$ cat src/hdl/bafe_pkg.sv
// Shared constants, codes and controller/datapath interface types for the bit array engine.
`timescale 1ns / 1ps
`default_nettype none
package bafe_pkg;

  // Storage geometry
  localparam int WORD_COUNT    = 64;
  localparam int WORD_W        = 64;
  localparam int OFF_W         = 6;
  localparam int IDX_W         = 12;
  localparam int FW_W          = 7;
  localparam int CNT_W         = 13;
  localparam int POP_W         = 7;
  localparam int POS_W         = IDX_W - OFF_W;
  localparam int WORD_AW       = (WORD_COUNT > 1) ? $clog2(WORD_COUNT) : 1;
  localparam int POSX_W        = (WORD_AW + 1 > POS_W + 1) ? WORD_AW + 1 : POS_W + 1;
  localparam int CAPACITY_BITS = WORD_COUNT * WORD_W;
  localparam int CAP_W         = $clog2(CAPACITY_BITS + 1);
  localparam int CMP_W         = (CAP_W > IDX_W + 1) ? CAP_W : IDX_W + 1;
  localparam int COUNT_MAX     = 8191;

  // Request codes
  localparam logic [2:0] MODE_TEST      = 3'd0;
  localparam logic [2:0] MODE_SET       = 3'd1;
  localparam logic [2:0] MODE_CLEAR     = 3'd2;
  localparam logic [2:0] MODE_FLIP      = 3'd3;
  localparam logic [2:0] MODE_FETCH     = 3'd4;
  localparam logic [2:0] MODE_REPLACE   = 3'd5;
  localparam logic [2:0] MODE_COUNT     = 3'd6;
  localparam logic [2:0] MODE_CLEAR_ALL = 3'd7;

  typedef struct packed {
    logic               rd_req;     // transaction accepted: capture and read both words
    logic               commit;     // write low word, load result
    logic               commit_hi;  // write high word of a spanning replace
    logic               cnt_start;  // clear the count accumulator
    logic               cnt_rd;     // read one word for the count sweep
    logic               cnt_done;   // load count result
    logic [WORD_AW-1:0] cnt_addr;
  } bafe_cmd_t;

  typedef struct packed {
    logic is_count;
    logic need_hi;
  } bafe_sts_t;

endpackage
`default_nettype wire

$ cat src/hdl/bafe_ctrl.sv
// Sequencing state machine and result handshake for the bit array engine.
`timescale 1ns / 1ps
`default_nettype none
module bafe_ctrl
  import bafe_pkg::*;
(
  input  wire logic      clk,
  input  wire logic      rst_n,
  input  wire logic      in_valid,
  output logic           in_stall,
  output logic           out_valid,
  input  wire logic      out_stall,
  input  wire bafe_sts_t sts,
  output bafe_cmd_t      cmd
);

  localparam logic [2:0] S_IDLE  = 3'd0;
  localparam logic [2:0] S_MOD   = 3'd1;
  localparam logic [2:0] S_WR1   = 3'd2;
  localparam logic [2:0] S_CNT   = 3'd3;
  localparam logic [2:0] S_CFIN  = 3'd4;
  localparam logic [2:0] S_CDONE = 3'd5;

  logic [2:0]         state_r, state_nxt;
  logic [WORD_AW-1:0] cnt_addr_r, cnt_addr_nxt;
  logic               out_valid_r, out_valid_nxt;
  logic               out_free;

  assign out_free  = !out_valid_r || !out_stall;
  assign in_stall  = (state_r != S_IDLE);
  assign out_valid = out_valid_r;

  always_comb begin
    state_nxt    = state_r;
    cnt_addr_nxt = cnt_addr_r;
    cmd          = '0;
    cmd.cnt_addr = cnt_addr_r;
    case (state_r)
      S_IDLE: begin
        if (in_valid) begin
          cmd.rd_req = 1'b1;
          state_nxt  = S_MOD;
        end
      end
      S_MOD: begin
        if (sts.is_count) begin
          cmd.cnt_start = 1'b1;
          cnt_addr_nxt  = '0;
          state_nxt     = S_CNT;
        end else if (out_free) begin
          cmd.commit = 1'b1;
          state_nxt  = sts.need_hi ? S_WR1 : S_IDLE;
        end
      end
      S_WR1: begin
        cmd.commit_hi = 1'b1;
        state_nxt     = S_IDLE;
      end
      S_CNT: begin
        cmd.cnt_rd = 1'b1;
        if (cnt_addr_r == WORD_AW'(WORD_COUNT - 1)) begin
          state_nxt = S_CFIN;
        end else begin
          cnt_addr_nxt = cnt_addr_r + 1'b1;
        end
      end
      S_CFIN: begin
        // last word is summed at this edge
        state_nxt = S_CDONE;
      end
      S_CDONE: begin
        if (out_free) begin
          cmd.cnt_done = 1'b1;
          state_nxt    = S_IDLE;
        end
      end
      default: begin
        state_nxt = S_IDLE;
      end
    endcase
  end

  always_comb begin
    out_valid_nxt = out_valid_r;
    if (cmd.commit || cmd.cnt_done) begin
      out_valid_nxt = 1'b1;
    end else if (!out_stall) begin
      out_valid_nxt = 1'b0;
    end
  end

  always_ff @(posedge clk) begin
    if (!rst_n) begin
      state_r     <= S_IDLE;
      cnt_addr_r  <= '0;
      out_valid_r <= 1'b0;
    end else begin
      state_r     <= state_nxt;
      cnt_addr_r  <= cnt_addr_nxt;
      out_valid_r <= out_valid_nxt;
    end
  end

`ifndef ASSERT_OFF
  a_commit_slot_free: assert property (@(posedge clk) disable iff (!rst_n)
    (cmd.commit || cmd.cnt_done) |-> (!out_valid_r || !out_stall))
    else $error("result loaded while the output slot is occupied");

  a_hi_after_commit: assert property (@(posedge clk) disable iff (!rst_n)
    cmd.commit_hi |-> $past(cmd.commit))
    else $error("high word written without a preceding commit");

  a_sweep_ends: assert property (@(posedge clk) disable iff (!rst_n)
    (state_r == S_CNT && cnt_addr_r == WORD_AW'(WORD_COUNT - 1)) |=> (state_r == S_CFIN))
    else $error("count sweep overran the last word");

  a_result_source: assert property (@(posedge clk) disable iff (!rst_n)
    $rose(out_valid_r) |-> $past(cmd.commit || cmd.cnt_done))
    else $error("result valid without a load");
`endif

endmodule
`default_nettype wire

$ cat config.mk
export PLATFORM = sky130hd
export DESIGN_NAME = bafe_ctrl
export DESIGN_NICKNAME = d
export VERILOG_FILES = /design/src/hdl/bafe_pkg.sv /design/src/hdl/bafe_ctrl.sv
export SDC_FILE = /design/constraint.sdc
export NUM_CORES = 1
export LEC_CHECK = 0
export BUFFER_PORTS_ARGS = -buffer_cell sky130_fd_sc_hd__buf_2
export CAP_MARGIN = 20
export CORE_AREA = 2 2 39 41
export CTS_CLUSTER_SIZE = 40
export DETAILED_ROUTE_END_ITERATION = 6
export DIE_AREA = 0 0 41 43
export HOLD_SLACK_MARGIN = 0.02
export PLACE_DENSITY = 0.77
export SLEW_MARGIN = 20
export SYNTH_ARGS = -nofsm -noshare
export SYNTH_HDL_FRONTEND = slang
export SYNTH_SLANG_ARGS = --single-unit
$ cat constraint.sdc
create_clock -name clk -period 1.4 [get_ports clk]
set_input_delay 0.21 -clock clk [delete_from_list [all_inputs] [get_ports clk]]
set_output_delay 0.21 -clock clk [all_outputs]
set_load 0.02 [all_outputs]
==> results.json, run 1 <==
{
  "drc": 0,
  "fin_util_pct": 58.3,
  "worstMarginPinSlew_ps": 247,
  "setup_ws_ps": -58.6,
  "vias_per_cell": 5.36,
  "fillers": 133,
  "async_flop_share_pct": 0,
  "finalWirelength_um": 1440,
  "worstSkewPairLatency_ps": 260,
  "finClkSkew_ps": 1.73,
  "required_ps": 1190,
  "relSlewSlack_pct": 83.5,
  "hold_viol": 0,
  "layout.nets": 101,
  "start_kind": "flip-flop",
  "first_pass_iters": 6,
  "place_hpwl_um": 910,
  "start_util_pct": 40.0,
  "cp-end-kind": "output pin",
  "worstPathMaxFanout": 4,
  "syn_area_per_cell_um2": 8.64,
  "ys_seq_area_share_pct": 36.2,
  "path_clk_slew_ps": 60,
  "die_y_um": 43,
  "hold_buffers": 0,
  "synth_cell_types": 32,
  "core_um2": 1380,
  "yosysWarnings": 0,
  "tritoncts": "yes",
  "gp_congestion": 0.771,
  "port_buffers": 19,
  "drive_above_1_share_pct": 50.0,
  "grt_antenna_before_repair": 0,
  "period_minus_slack_ps": 1460,
  "multi_input_area_um2": 365,
  "outcome": "finished with violations",
  "synth_area_um2": 553,
  "areaGrowthSynthToFinish_pct": 45.9,
  "rsz0062_at_grt": "true",
  "drv_cap": 0,
  "cp.arrival_ps": 1250,
  "via_count": 579,
  "ys_ff_latch": 10,
  "path_class": "flip-flop to output pin",
  "hp-class": "primary input to flip-flop",
  "diodes": 0,
  "track_usage_pct": 20.0,
  "io_pins": 20,
  "dieArea_um2": 1760,
  "violations": "negative setup slack",
  "drt_iter0_drc": 12,
  "grt_pass1_wl_um": 2340,
  "clock.fmax_mhz": 686,
  "power_density_nw_per_um2": 771,
  "ys.flop_type": "dfxtp_1",
  "rows": 14,
  "vdd_ir_drop_max_mv": 0.488,
  "synth-edff-count": 0,
  "clock_sinks": 10,
  "synthCells": 64,
  "setup_viol": 4,
  "cts_buffers": 3,
  "seqCellArea_um2": 211,
  "first_global_vias": 528,
  "synth_fp_nets": 71,
  "ant_nets": 0,
  "post-route-period-util_pct": 104,
  "overflow": 0,
  "clock-root-buffer": "clkbuf_4",
  "wl_per_cell_um": 13.3,
  "cts_max_path_buffers": 2,
  "dieWidth_um": 41,
  "grt_max_degree": 12,
  "leakage_uw": 0.000372,
  "finalMaxSlewViolations": 0,
  "post-place-ws_ps": 13.9,
  "htree_num_levels": 1
}
==> cells in the final DEF, fill, tap and decap left out, types with 2 or more instances in the layout <==
cell type	instances
nor2_1	3
nand2_1	6
dfxtp_4	2
xnor2_1	2
o21ai_1	2
a21oi_1	2
o2bb2ai_1	3
nand2b_1	2
clkbuf_4	3
nand3_2	2
o21ai_0	2
buf_4	12
dfxtp_1	5
nand3_1	5
buf_2	15
dfxtp_2	3
xor2_1	2
inv_1	2
==> path summary, 6_finish.rpt <==
| path | endpoint | slack [ps] | startpoint | cells past startpoint |
|---|---|---|---|---|
| min reg2reg | cnt_addr_r[1] | 510 | cnt_addr_r[1] | 2 |
| max | cmd[11] | -60 | state_r[2] | 3 |
| min | state_r[0] | 230 | in_valid | 2 |
| max reg2reg | cnt_addr_r[2] | 80 | state_r[2] | 6 |
==> through the flow <==
step / cells / hold WS [ps] / area [µm²] / TNS (ps) / total power [µW]
6_report: 108 / 232 / 807 / -103 / 622
2_1_floorplan: 64 / 398 / 564 / 0 / 380
4_1_cts: 106 / 226 / 768 / -62.2 / 621
3_5_place_dp: 99 / 483 / 688 / 0 / 410
3_3_place_gp: 99 / 476 / 688 / 0 / 408
5_1_grt: 108 / 233 / 807 / -317 / 658
==> cells in the mapped netlist (2+ instances only) <==
cell type | n | area share [%]
a21oi_1 | 2 | 1.8
buf_2 | 2 | 1.8
dfxtp_1 | 10 | 36
inv_1 | 2 | 1.4
nand2_1 | 6 | 4.1
nand2b_1 | 2 | 2.3
nand3_1 | 6 | 5.4
nor2_1 | 4 | 2.7
o21ai_0 | 2 | 1.8
o21ai_1 | 2 | 1.8
o2bb2ai_1 | 3 | 4.8
xnor2_1 | 2 | 3.2
xor2_1 | 2 | 3.2
==> cell families (layout without fill, tap and decap cells) <==
kind of cell	count (synthesis)	in the layout	synth area share (%)
AO/OA/AOI/OAI	16	16	21.5
XOR/XNOR	4	4	6.34
adder cells (fa/ha/maj)	1	1	2.26
buffers and inverters	6	34	4.52
flip-flops	10	10	36.2
AND/OR/NAND/NOR	27	27	29.2
==> registers in the layout, indices dropped and copies added, names as in the netlist <==
name,flops
out_valid,1
cnt_addr_r,6
state_r,3
==> report_power, final <==
part           internal (µW)  leakage, µW  switching (µW)
Sequential               291    0.0000839            13.9
Combinational           56.4     0.000274            68.3
Clock                   99.2    0.0000138            93.8
==> area by class of cell <==
type                            instances  area share [%]
Tap cell                               16            2.48
Inverter                                3            1.40
Clock buffer                            3            2.79
Sequential cell                        10            26.2
Timing Repair Buffer                   28            21.9
Multi-Input combinational cell         48            45.3
==> routing by layer <==
layer,vias up,track usage (%),wire length (µm)
li1,292,-,-
met1,262,24.4,643
met3,4,6.28,84
met4,0,14.0,42
met2,21,28.1,666
met5,-,0,0
==> critical path, stage by stage, from the launching register on <==
cell	delay [ps]
dfxtp_4	360
or3_4	410
nor2_4	90
buf_6	120
==> what timing repair did <==
item | in CTS | in global routing
buffers inserted | 4 | 2
resized for setup | 10 | 6
cloned | 0 | 0
setup endpoints to repair | 6 | 9
pin swaps | 2 | 0
No activity file was read; power rests on OpenSTA's default activity.
==> inputs of run 2 (changes only) <==
Settings changed: CTS_CLUSTER_DIAMETER set to 150, RECOVER_POWER set to 50.
==> results.json, run 2 (synthesis gave the netlist of run 1 again) <==
{
  "rsz0062_at_grt": "true",
  "final.setup.tns_ps": -103,
  "r2r_cells": 6,
  "cts_max_path_buffers": 2,
  "finClkSkew_ps": 1.73,
  "regMostFlops": "cnt_addr_r",
  "whs_path_depth": 2,
  "crit_start": "state_r[2]",
  "wl_per_cell_um": 13.3,
  "finalMaxSlewViolations": 0,
  "r2r_start": "state_r[2]",
  "io_pins": 20,
  "path_cells": "or3_4 > nor2_4 > buf_6",
  "largest_reg_flops": 6,
  "ant_nets": 0,
  "die_y_um": 43,
  "finalWirelength_um": 1440,
  "power_density_nw_per_um2": 772,
  "place_hpwl_um": 910,
  "hold_start": "in_valid",
  "period_minus_slack_ps": 1460,
  "drive_above_1_share_pct": 48.9,
  "first_pass_iters": 6,
  "min_to": "state_r[0]",
  "drt_iter0_drc": 12,
  "drv_cap": 0,
  "hold_viol": 0,
  "rows": 14,
  "path_class": "flip-flop to output pin",
  "grt_antenna_before_repair": 0,
  "post-route-period-util_pct": 104,
  "clock-root-buffer": "clkbuf_4",
  "hold_buffers": 0,
  "port_buffers": 19,
  "htree_num_levels": 1,
  "grt_pass1_wl_um": 2340,
  "required_ps": 1190,
  "grt_max_degree": 12,
  "outcome": "finished with violations",
  "crit_slowest_cell": "or3_4",
  "cp.arrival_ps": 1250,
  "vdd_ir_drop_max_mv": 0.488,
  "hp-class": "primary input to flip-flop",
  "path_clk_slew_ps": 60,
  "start_util_pct": 40.0,
  "gp_congestion": 0.771,
  "cp-end-kind": "output pin",
  "relSlewSlack_pct": 83.5,
  "worstMarginPinSlew_ps": 247,
  "leakage_uw": 0.000368,
  "clock.fmax_mhz": 686,
  "core_um2": 1380,
  "start_kind": "flip-flop",
  "violations": "negative setup slack",
  "dieArea_um2": 1760,
  "worstSkewPairLatency_ps": 260,
  "layout.nets": 101,
  "setup_viol": 4,
  "vias_per_cell": 5.35,
  "final_common_cell": "buf_2",
  "first_global_vias": 528,
  "cts_buffers": 3,
  "track_usage_pct": 20.0,
  "dieWidth_um": 41,
  "overflow": 0,
  "critical_path.max_stage_delay_ps": 410,
  "drc": 0,
  "setup_ws_ps": -58.6,
  "worstPathMaxFanout": 4,
  "via_count": 578,
  "diodes": 0,
  "rr_endpoint": "cnt_addr_r[2]",
  "reg2reg_slack_ps": 80,
  "clock_sinks": 10,
  "tritoncts": "yes",
  "whs_ps": 232,
  "areaGrowthSynthToFinish_pct": 45.7,
  "layout_common_cells": "buf_2 (14), buf_4 (12), nand2_1 (6)"
}
## run 2: cell type report
class,count,area [µm²]
fillers,133,578
multi-input cells,48,365
flip-flops and latches,10,211
repair buffers,28,175
clock buffers,3,22.5
well taps,16,20.0
inverters,3,11.3
## run 2: layer usage
layer | part of all wire (%) | wire, µm | vias to the layer above | global-route usage, %
met5 | 0 | 0 | - | 0
met1 | 45 | 644 | 262 | 24.4
li1 | - | - | 291 | -
met4 | 2.9 | 42 | 0 | 14.0
met3 | 5.9 | 85 | 4 | 6.28
met2 | 46 | 667 | 21 | 28.1
## run 2: power by group
| group | total, µW | switching, µW | internal (µW) |
|---|---|---|---|
| clock | 193 | 93.8 | 99.2 |
| combinational | 124 | 68.3 | 55.9 |
| sequential | 305 | 14.0 | 291 |
| total | 622 | 176 | 446 |
## run 2: repair_timing
item                                    4_1_cts  5_1_grt
pin swaps                                     2        0
gates cloned                                  0        0
setup buffers                                 4        2
gates resized for setup                      10        6
endpoints found under the setup margin        6        9
## run 2: worst max path at each step
stage	slack, ps	cells past startpoint	endpoint
3_5_place_dp	10	5	cnt_addr_r[2]
4_1_cts	-50	3	cmd[11]
3_3_place_gp	50	5	cnt_addr_r[3]
6_report	-60	3	cmd[11]
2_1_floorplan	6	3	cmd[11]
5_1_grt	-90	3	cmd[9]
## run 2: critical path: cells and delay by family (launching register included)
kind          cells  cell delay (ps)
buf+inv           1              120
flops             1              360
simple gates      2              500
## run 2: per-stage QoR
step                      power, µW  std cells  util (%)  setup WS, ps  instance area [µm²]
after global routing            658        108      58.2         -88.8                  806
after floorplan                 380         64         -          5.71                  564
after detailed placement        410         99      49.7          13.9                  688
after CTS                       621        106      55.5         -47.4                  768
after global placement          408         99      49.7          45.8                  688
final                           622        108      58.2         -58.6                  806
